`src/sv/sfc_pkg.sv`:
```
// Shared constants and types of the SysEx frame capture block.
package sfc_pkg;

  localparam int FRAME_DEPTH_DEF         = 128;
  localparam int STATUS_FRAME_LENGTH_DEF = 47;

  localparam logic [7:0] SOX_BYTE        = 8'hF0;
  localparam logic [7:0] EOX_BYTE        = 8'hF7;
  localparam logic [7:0] REQ_ID_BYTE     = 8'h38;
  localparam logic [7:0] RES_ID_BYTE     = 8'h39;
  localparam logic [7:0] STATUS_CMD_BYTE = 8'h03;
  localparam int         REQ_FRAME_LENGTH = 4;

  localparam logic [1:0] REQ_APPEND = 2'd0;
  localparam logic [1:0] REQ_CLEAR  = 2'd1;
  localparam logic [1:0] REQ_READ   = 2'd2;

  localparam logic [1:0] ST_OK       = 2'd0;
  localparam logic [1:0] ST_DONE     = 2'd1;
  localparam logic [1:0] ST_OVERFLOW = 2'd2;
  localparam logic [1:0] ST_FULL     = 2'd3;

  typedef struct packed {
    logic [1:0] status;
    logic [7:0] frame_length;
    logic       frame_ready;
    logic       is_status_request;
    logic       is_status_response;
    logic       rd_hit;
  } sfc_res_t;

endpackage

```
`src/sv/sfc_ram.sv`:
```
// Generic single-port RAM with a registered read.
module sfc_ram #(
  parameter int WIDTH = 8,
  parameter int DEPTH = 128
) (
  input  logic                     clk,
  input  logic                     en,
  input  logic                     we,
  input  logic [$clog2(DEPTH)-1:0] addr,
  input  logic [WIDTH-1:0]         wdata,
  output logic [WIDTH-1:0]         rdata
);

  logic [WIDTH-1:0] mem [DEPTH];

  always_ff @(posedge clk) begin
    if (en) begin
      if (we) begin
        mem[addr] <= wdata;
      end else begin
        rdata <= mem[addr];
      end
    end
  end

endmodule

```
`src/sv/sfc_ctrl.sv`:
```
// Capture control: frame position, held length and store access per request.
module sfc_ctrl
  import sfc_pkg::*;
#(
  parameter int FRAME_DEPTH         = FRAME_DEPTH_DEF,
  parameter int STATUS_FRAME_LENGTH = STATUS_FRAME_LENGTH_DEF
) (
  input  logic                           clk,
  input  logic                           rst_n,
  input  logic                           take,
  input  logic [1:0]                     req_type,
  input  logic [7:0]                     data_byte,
  input  logic [6:0]                     read_index,
  output logic                           mem_en,
  output logic                           mem_we,
  output logic [$clog2(FRAME_DEPTH)-1:0] mem_addr,
  output logic [7:0]                     mem_wdata,
  output sfc_res_t                       res
);

  localparam int PW = $clog2(FRAME_DEPTH);
  localparam int LW = $clog2(FRAME_DEPTH + 1);
  localparam int IW = (PW > 7) ? PW : 7;
  localparam logic [PW-1:0] LAST_POS = PW'(FRAME_DEPTH - 1);

  logic [PW-1:0] wp_r, wp_nxt;
  logic [LW-1:0] hl_r, hl_nxt;
  logic [7:0]    sb_r, sb_nxt;
  logic [7:0]    tb_r, tb_nxt;
  logic [IW-1:0] idx_w;
  logic [1:0]    status;
  logic          rd_hit;

  assign idx_w = IW'(read_index);

  always_comb begin
    wp_nxt    = wp_r;
    hl_nxt    = hl_r;
    sb_nxt    = sb_r;
    tb_nxt    = tb_r;
    status    = ST_OK;
    rd_hit    = 1'b0;
    mem_en    = 1'b0;
    mem_we    = 1'b0;
    mem_addr  = idx_w[PW-1:0];
    mem_wdata = data_byte;
    if (take) begin
      unique case (req_type)
        REQ_APPEND: begin
          if (hl_r != '0) begin
            status = ST_FULL;
          end else if (data_byte == SOX_BYTE) begin
            mem_en   = 1'b1;
            mem_we   = 1'b1;
            mem_addr = '0;
            wp_nxt   = PW'(1);
          end else if (wp_r != '0) begin
            mem_en   = 1'b1;
            mem_we   = 1'b1;
            mem_addr = wp_r;
            if (wp_r == PW'(1)) begin
              sb_nxt = data_byte;
            end
            if (wp_r == PW'(2)) begin
              tb_nxt = data_byte;
            end
            if (data_byte == EOX_BYTE) begin
              hl_nxt = LW'(wp_r) + LW'(1);
              wp_nxt = '0;
              status = ST_DONE;
            end else if (wp_r == LAST_POS) begin
              wp_nxt = '0;
              status = ST_OVERFLOW;
            end else begin
              wp_nxt = wp_r + PW'(1);
            end
          end
        end
        REQ_CLEAR: begin
          wp_nxt = '0;
          hl_nxt = '0;
        end
        REQ_READ: begin
          mem_en = 1'b1;
          rd_hit = 32'(read_index) < 32'(hl_r);
        end
        default: begin
        end
      endcase
    end
  end

  always_comb begin
    res.status             = status;
    res.frame_length       = 8'(hl_nxt);
    res.frame_ready        = hl_nxt != '0;
    res.is_status_request  = (32'(hl_nxt) == 32'(REQ_FRAME_LENGTH)) &&
                             (sb_nxt == REQ_ID_BYTE) && (tb_nxt == STATUS_CMD_BYTE);
    res.is_status_response = (32'(hl_nxt) == 32'(STATUS_FRAME_LENGTH)) &&
                             (sb_nxt == RES_ID_BYTE) && (tb_nxt == STATUS_CMD_BYTE);
    res.rd_hit             = rd_hit;
  end

  always_ff @(posedge clk) begin
    if (!rst_n) begin
      wp_r <= '0;
      hl_r <= '0;
      sb_r <= '0;
      tb_r <= '0;
    end else begin
      wp_r <= wp_nxt;
      hl_r <= hl_nxt;
      sb_r <= sb_nxt;
      tb_r <= tb_nxt;
    end
  end

  // A held frame and a capture in progress never coexist.
  a_held_excl: assert property (@(posedge clk) disable iff (!rst_n)
    !((hl_r != '0) && (wp_r != '0)))
    else $error("capture in progress while a frame is held");

  a_min_len: assert property (@(posedge clk) disable iff (!rst_n)
    (hl_r == '0) || (32'(hl_r) >= 2))
    else $error("held frame shorter than start and end bytes");

  a_no_write_held: assert property (@(posedge clk) disable iff (!rst_n)
    mem_we |-> (hl_r == '0))
    else $error("store written while a frame is held");

  a_done_holds: assert property (@(posedge clk) disable iff (!rst_n)
    (take && status == ST_DONE) |=> (hl_r != '0) && (wp_r == '0))
    else $error("completed frame not latched");

endmodule

```
`src/sv/sysex_frame_capture.sv`:
```
// Top level of the SysEx frame capture block: handshake stages and frame store.
//
// Requests arrive on the in_ stream, one transaction per request: append a
// stream byte, clear the held frame, or read one stored byte. Every request
// gives exactly one result transaction on the out_ stream, carrying the
// request status, the held frame length and flags, and the read byte.
// A byte 0xF0 restarts capture, 0xF7 closes and holds the frame; while a frame
// is held, appended bytes are dropped until a clear request.
// Throughput is one request per cycle while the receiver keeps up. An accepted
// request's result is registered in the first stage, beside the frame store's
// registered read port, and then in the output register.
// When the receiver stalls, results pile up in the two stages and in_tready
// drops only once both are full; nothing is lost.
// Reset (rst_n low, synchronous) clears the capture position, the held length
// and the pipeline valid bits. The frame store is not cleared: reads are
// limited to the held frame, which always lies in written entries.
module sysex_frame_capture
  import sfc_pkg::*;
#(
  parameter int FRAME_DEPTH         = FRAME_DEPTH_DEF,
  parameter int STATUS_FRAME_LENGTH = STATUS_FRAME_LENGTH_DEF
) (
  input  logic        clk,
  input  logic        rst_n,
  input  logic        in_tvalid,
  output logic        in_tready,
  // Fields from bit 0: data_byte[7:0], read_index[14:8], zero [15].
  input  logic [15:0] in_tdata,
  // Fields from bit 0: req_type[1:0].
  input  logic [1:0]  in_tuser,
  output logic        out_tvalid,
  input  logic        out_tready,
  // Fields from bit 0: frame_length[7:0], frame_ready[8], is_status_request[9],
  // is_status_response[10], read_data[18:11], zero [23:19].
  output logic [23:0] out_tdata,
  // Fields from bit 0: status[1:0].
  output logic [1:0]  out_tuser
);

  localparam int PW = $clog2(FRAME_DEPTH);

  logic          take;
  logic          s1_adv;
  logic          mem_en, mem_we;
  logic [PW-1:0] mem_addr;
  logic [7:0]    mem_wdata, mem_rdata;
  sfc_res_t      res;

  logic          s1_v_r, s1_v_nxt;
  sfc_res_t      s1_r;
  logic          out_v_r, out_v_nxt;
  logic [23:0]   out_data_r;
  logic [1:0]    out_user_r;

  assign s1_adv    = s1_v_r && (!out_v_r || out_tready);
  assign in_tready = !s1_v_r || s1_adv;
  assign take      = in_tvalid && in_tready;

  sfc_ctrl #(
    .FRAME_DEPTH        (FRAME_DEPTH),
    .STATUS_FRAME_LENGTH(STATUS_FRAME_LENGTH)
  ) u_ctrl (
    .clk       (clk),
    .rst_n     (rst_n),
    .take      (take),
    .req_type  (in_tuser),
    .data_byte (in_tdata[7:0]),
    .read_index(in_tdata[14:8]),
    .mem_en    (mem_en),
    .mem_we    (mem_we),
    .mem_addr  (mem_addr),
    .mem_wdata (mem_wdata),
    .res       (res)
  );

  sfc_ram #(
    .WIDTH(8),
    .DEPTH(FRAME_DEPTH)
  ) u_store (
    .clk  (clk),
    .en   (mem_en),
    .we   (mem_we),
    .addr (mem_addr),
    .wdata(mem_wdata),
    .rdata(mem_rdata)
  );

  always_comb begin
    s1_v_nxt = s1_v_r;
    if (take) begin
      s1_v_nxt = 1'b1;
    end else if (s1_adv) begin
      s1_v_nxt = 1'b0;
    end
    out_v_nxt = out_v_r;
    if (s1_adv) begin
      out_v_nxt = 1'b1;
    end else if (out_tready) begin
      out_v_nxt = 1'b0;
    end
  end

  always_ff @(posedge clk) begin
    if (!rst_n) begin
      s1_v_r  <= 1'b0;
      out_v_r <= 1'b0;
    end else begin
      s1_v_r  <= s1_v_nxt;
      out_v_r <= out_v_nxt;
    end
  end

  always_ff @(posedge clk) begin
    if (take) begin
      s1_r <= res;
    end
    if (s1_adv) begin
      out_user_r <= s1_r.status;
      out_data_r <= {5'd0,
                     (s1_r.rd_hit ? mem_rdata : 8'd0),
                     s1_r.is_status_response,
                     s1_r.is_status_request,
                     s1_r.frame_ready,
                     s1_r.frame_length};
    end
  end

  assign out_tvalid = out_v_r;
  assign out_tdata  = out_data_r;
  assign out_tuser  = out_user_r;

endmodule
```
`config.mk`:
```
export PLATFORM = sky130hd
export DESIGN_NAME = sysex_frame_capture
export DESIGN_NICKNAME = d
export VERILOG_FILES = /design/src/sv/sfc_pkg.sv /design/src/sv/sfc_ram.sv /design/src/sv/sfc_ctrl.sv /design/src/sv/sysex_frame_capture.sv
export SDC_FILE = /design/constraint.sdc
export NUM_CORES = 1
export LEC_CHECK = 0
export ABC_CLOCK_PERIOD_IN_PS = 3300
export BUFFER_PORTS_ARGS = -buffer_cell sky130_fd_sc_hd__buf_4
export CORE_MARGIN = 4
export CORE_UTILIZATION = 40
export CTS_BUF_LIST = sky130_fd_sc_hd__clkbuf_8
export DETAILED_ROUTE_END_ITERATION = 10
export PLACE_DENSITY = 0.63
export SLEW_MARGIN = 15
export SYNTH_ARGS = -nofsm -noshare
export SYNTH_HDL_FRONTEND = slang
export SYNTH_SLANG_ARGS = --single-unit
```
`constraint.sdc`:
```
create_clock -name clk -period 3.3 [get_ports clk]
set_input_delay 0.33 -clock clk [delete_from_list [all_inputs] [get_ports clk]]
set_output_delay 0.33 -clock clk [all_outputs]
set_load 0.005 [all_outputs]
```
Word level (Yosys, flattened, before mapping)
Memories as Yosys holds them, arrays and structs flattened. A register that Yosys moved wholly into a read port is not among the register bits.
Index checks and enable logic that the tools add are counted.
{ "word_totals": {"in_bits": 22, "ramBits": 1024, "output_inout_bits": 28, "register_bits": 68, "memories": 1, "word_cells": 101} }
{ "memory_table": {"columns": ["memory", "words", "width", "rd", "rd_clocked_by_memory_dff", "wr", "line_no", "source"], "rows": [
  ["u_store.mem", 128, 8, 1, 1, 1, "sfc_ram.sv:14", "logic [WIDTH-1:0] mem [DEPTH];"]
]} }
{ "op_classes": {"n_lt_le_gt_ge": 1, "bitwise_logic": 1, "addsub": 2, "n_eq_ne": 14, "n_reduce_logical": 19, "n_mux": 48} }
{ "ops": {"columns": ["op", "n"], "rows": [
  ["2-to-1 mux 8 bit", 17],
  ["2-to-1 mux 7 bit", 10],
  ["equality test 8 x 6 -> 1 bit, second input constant", 3],
  ["equality test 8 bit, second input constant", 2],
  ["case mux 8 bit (2 select lines)", 1],
  ["nonzero test 8 bit", 2],
  ["case mux 7 bit (2 select lines)", 1],
  ["2-to-1 mux 1 bit", 13],
  ["2-to-1 mux 2 bit", 5],
  ["adder 7 x 1 -> 8 bit, second input constant", 1],
  ["equality test 8 x 2 -> 1 bit, second input constant", 1],
  ["equality test 8 x 3 -> 1 bit, second input constant", 1],
  ["< comparator 7 x 8 -> 1 bit", 1],
  ["adder 7 x 1 -> 7 bit, second input constant", 1],
  ["equality test 7 x 1 -> 1 bit, second input constant", 1],
  ["equality test 7 x 2 -> 1 bit, second input constant", 1],
  ["equality test 7 bit, second input constant", 1],
  ["nonzero test 7 bit", 1],
  ["logical AND 1 bit", 6],
  ["nonzero test 2 bit", 3],
  ["AND reduction 4 bit", 1],
  ["!= test 3 x 1 -> 1 bit, second input constant", 1],
  ["equality test 2 x 1 -> 1 bit, second input constant", 1],
  ["equality test 2 bit, second input constant", 1],
  ["other kinds (7)", 9]
]} }

Longest topological paths before layout
{ "depth": {"ltp_word": 10, "depth_mapped": 15, "depth_no_buf": 11} }

Cells and area by module
From an unflattened synthesis, not the netlist that was laid out.
{ "unflattened": {"cells_unflattened": 2769, "area_unflattened_um2": 43872.1} }
{ "by_module_without_submodules": {"columns": ["module", "instances", "cells_per_inst", "seq_area_each_um2", "area_per_inst_um2"], "rows": [
  ["sfc_ram", 1, 2468, 30989.7, 40537.6],
  ["sfc_ctrl", 1, 243, 620.6, 2098.3],
  ["sysex_frame_capture", 1, 58, 1091.0, 1236.2]
]} }

Least setup slack after synthesis
No wires, ideal clock.
{ "synth_timing": {"path_type": "register to register", "startpoint": "register u_ctrl.wp_r[0]", "endpoint": "memory u_store.mem[46][0], enable pin", "path_buffers": 3, "required_ns": 2.930, "arrival_time_ns": 3.050, "stages_incl_launch_ff": 12, "setup_ns": 0.370, "synth_period_minus_slack_ns": 3.420, "slack_ns": -0.120, "cell_sequence": "dfxtp_1 inv_1 ha_1 and4b_1 clkbuf_1 nor4_2 a21oi_1 nor2_1 clkbuf_1 nand2_1 clkbuf_1 nor2_1"} }
{ "synth_via": {"elab_chain_cells": 9, "elab_cells_between_ends": 16, "classes_between": "mux (15); reduce/logical (1)"} }
{ "synth_lines": {"columns": ["item", "line_no", "source"], "rows": [
  ["start: declaration", "sfc_ctrl.sv:26", "logic [PW-1:0] wp_r, wp_nxt;"],
  ["start signal: assignment", "sfc_ctrl.sv:111", "wp_r <= wp_nxt;"],
  ["nonzero test 7 bit", "sfc_ctrl.sv:57", "end else if (wp_r != '0) begin"],
  ["2-to-1 mux 1 bit", "sfc_ctrl.sv:57", null],
  ["2-to-1 mux 1 bit", "sfc_ctrl.sv:52", "end else if (data_byte == SOX_BYTE) begin"],
  ["2-to-1 mux 1 bit", "sfc_ctrl.sv:50", "if (hl_r != '0) begin"],
  ["2-to-1 mux 1 bit", "sfc_ctrl.sv:48", "unique case (req_type)"],
  ["2-to-1 mux 1 bit", "sfc_ctrl.sv:47", "if (take) begin"],
  ["2-to-1 mux 1 bit", "sfc_ram.sv:18", "if (we) begin"],
  ["2-to-1 mux 1 bit", "sfc_ram.sv:17", "if (en) begin"],
  ["2-to-1 mux 1 bit (implied by the code)", "sfc_ram.sv:19", "mem[addr] <= wdata;"],
  ["end: declaration", "sfc_ram.sv:14", null]
]} }
Parallel ways exist; a longest one is shown, timed or not.

Worst setup path in the final report
{ "layout_timing": {"startpoint": "register u_ctrl.hl_r[1]", "endpoint": "register u_store.rdata[0], read port of u_store.mem (data pin)"} }
{ "layout_via": {"elab_chain_cells": 6, "elab_cells_between_ends": 11, "classes_between": "mux (8); bitwise (1); reduce/logical (2)"} }
{ "layout_lines": {"columns": ["item", "line_no", "source"], "rows": [
  ["start: declaration", "sfc_ctrl.sv:27", "logic [LW-1:0] hl_r, hl_nxt;"],
  ["start signal: assignment", "sfc_ctrl.sv:112", "hl_r <= hl_nxt;"],
  ["nonzero test 8 bit *", "sfc_ctrl.sv:50", null],
  ["2-to-1 mux 1 bit", "sfc_ctrl.sv:50", null],
  ["2-to-1 mux 1 bit", "sfc_ctrl.sv:48", null],
  ["2-to-1 mux 1 bit", "sfc_ctrl.sv:47", null],
  ["NOT 1 bit (no line)", null, null],
  ["AND reduction 2 bit (no line)", null, null],
  ["end: declaration", "sfc_ram.sv:11", "output logic [WIDTH-1:0] rdata"]
]} }
Every way passes the cells marked *; elsewhere a longest branch is shown, timed or not.
A chain may end at the register's enable or synchronous reset.

==> metrics <==
Final WS setup -259.0 ps; Yosys top cell area share 72.19%; GR Util All Layers 22.78%; Final Cycle Share 107.8%; WP data arrival 4160 ps; Placed Area 50440 um^2; count of cell types in the netlist 81; clk_lat worst skew 870 ps; FF+latch area 32710 um^2; slew of the pin with the lowest slew margin 1016 ps; Ys Warns 0; ys flop type edfxtp_1; Die H 341.1 um; hpwl dp 85510 um; P_leak 19.97 nW; layout cells sized above 1 27.31%; die width 341.1 um; register area share after synthesis 73.68%; failing checks negative setup slack; Routed Antenna Nets 0; number of synthesized register bits 1100; Post-synth EDFFs 1067; Power per Cell Area 504.4 nW/um^2; CP endpoint kind register; HP Class input port to register; crit-path max FO 7; met1 usage 31.26%; maximum clock frequency 281.0 MHz; most frequent CP cell buf_12; maxcap violations 0; ranking of synthesized cells by area edfxtp_1 72%, nand2_1 5.5%, a21oi_1 3.0%; Finished Cell Area 56210 um^2; max-slew violation count 0; Clock Sinks 1100; initial DRC count 3736; synthesized instance count 3281; gr ovfl total 0; hold_ws 59.42 ps; slowest CP cell nand4_1; Starting Density 40.55%; Root Buffer clkbuf_8; Top Usage Layer GRT met2; NumNets Final 3950; vias per cell 5.609; M3 GR Usage 5.416%; vias in the first global route 30127; Rel. slew slack 31.98%; CTS tree built; global-route wire length before repair 197600 um; fill count 9055; multi-input logic area 11970 um^2; area of the core 109500 um^2; Core Util, Final 51.35%; DRC violations left 0; Synth top cells by count 1067 x edfxtp_1, 656 x nand2_1, 263 x a21oi_1; Startpoint Class register; count of buffers from port buffering 43; vias 31062; Num CTS Buffers 175; Routed WL per cell 24.56 um; Avg Cell Area, Syn 13.53 um^2; CP required 3900 ps; minimum clock period 3559 ps; Final GP Congestion 0.9003; clock skew 43.74 ps; area delta synth->final 26.64%; H-tree depth 4; Setup Viol. Count Final 8; CTS clk-pin slew, worst paths 60 ps; DIE AREA 116300 um^2; cell row count 121; status finished, violations left; dpl ws -975.0 ps; Pre-Repair DR Iteration Count 6; Worst Setup Path Type register to register; initial antenna violation count 5; Syn Std Cell Area 44380 um^2; largest stage delay on the critical path 390 ps; met2 usage 34.73%; final WL 136000 um; CP Cell Sequence nor4_4 > and4_4 > buf_6 > o211ai_1 > buf_4 > nand2_8 > buf_12 > buf_12 > buf_12 > mux2i_2 > o221ai_2 > a31oi_1 > nand4_1 > o211ai_1 > nor3_1; clk buf depth 3; total power 28.35 mW; io pins 50; peak supply drop 0.0004229 V; pin count of the biggest net entering global routing 78; final hold vios 0; Async SR Flop Fraction 0%; unrepaired setup endpoints after global routing yes; dominant cell type by area after synthesis edfxtp_1; most common cell in the netlist edfxtp_1
## what timing repair did
action / 4_1_cts / 5_1_grt
hold buffers: 12 / 0
gates cloned: 9 / 5
endpoints found under the setup margin: 371 / 487
pin swaps: 50 / 77
endpoints found under the hold margin: 61 / 0
buffers inserted: 34 / 27
resized for setup: 166 / 187
## per-layer routing
metal  routed length [um]  vias up
met2                62070     1618
li1                     -    13687
met3                13680      322
met4                 5670        4
met1                54540    15431
met5                   31        -
## worst paths after layout
kind,slack [ps],cells past startpoint,startpoint,end
worst min register to register,420,0,s1_r[3]$_DFFE_PP_,out_tdata[8]$_DFFE_PP_
worst max register to register,-260,15,u_ctrl.hl_r[1]$_SDFF_PN0_,u_store.rdata[0]$_DFFE_PP_
worst min-delay path,60,2,in_tdata[2],u_store.mem[92][2]$_DFFE_PP_
worst max-delay path,-260,15,u_ctrl.hl_r[1]$_SDFF_PN0_,u_store.rdata[0]$_DFFE_PP_
## power by group
group          switching (mW)  internal (mW)
sequential             0.0159           15.3
combinational            1.46          0.891
clock                    5.42           5.22
total                    6.89           21.5
## flip-flops by register name, indices dropped and copies added, names as in the netlist, 2 cells and up
register	count
u_ctrl.wp_r	7
u_store.rdata	8
u_ctrl.sb_r	8
u_store.mem	1024
u_ctrl.tb_r	8
out_tdata	19
u_ctrl.hl_r	8
s1_r	14
out_tuser	2
## layout make-up
class	count	share of cell area, %
clock inverter	137	1.231
timing repair buffer	667	11.50
antenna	5	0.02226
multi-input combinational	1960	21.29
tap	1476	3.286
inverter	14	0.09350
sequential	1100	58.19
clock buffer	179	4.383
## cells in the final DEF (no fill, tap or decap), types with 38 or more instances in the layout
cell and n:
edfxtp_1 1067, nand2_1 641, buf_4 525, a21oi_1 231, nand3_1 180, clkbuf_8 179
nor2_1 118, mux2i_1 99, inv_1 78, buf_12 65, a211oi_1 49, and3_1 43
clkinv_1 43, a22oi_1 41, nor2_2 38, a31oi_1 38
## critical path, delay by kind of cell (launching register included)
kind / cells / cell delay [ps]
simple gates: 5 / 1240
mux: 1 / 230
buf+inv: 5 / 750
flops: 1 / 330
compound gates: 4 / 740
## kinds of logic after synthesis
logic type | after synthesis | share of synthesized area [%]
XOR/XNOR | 5 | 0.09866
AO/OA/AOI/OAI | 611 | 8.875
flip-flops | 1100 | 73.68
other | 1 | 0.008449
adder cells (fa/ha/maj) | 10 | 0.2819
AND/OR/NAND/NOR | 1208 | 11.99
buffers and inverters | 225 | 2.314
multiplexers | 121 | 2.749
## per-stage QoR
stage	setup TNS (ps)	std cells
after floorplan	-17900	3285
after global placement	-144160	5133
after detailed placement	-155450	5133
after CTS	-1668	5504
after global routing	-2228	5536
final	-1237	5538
Note: power is estimated with default switching activity, not from simulation.
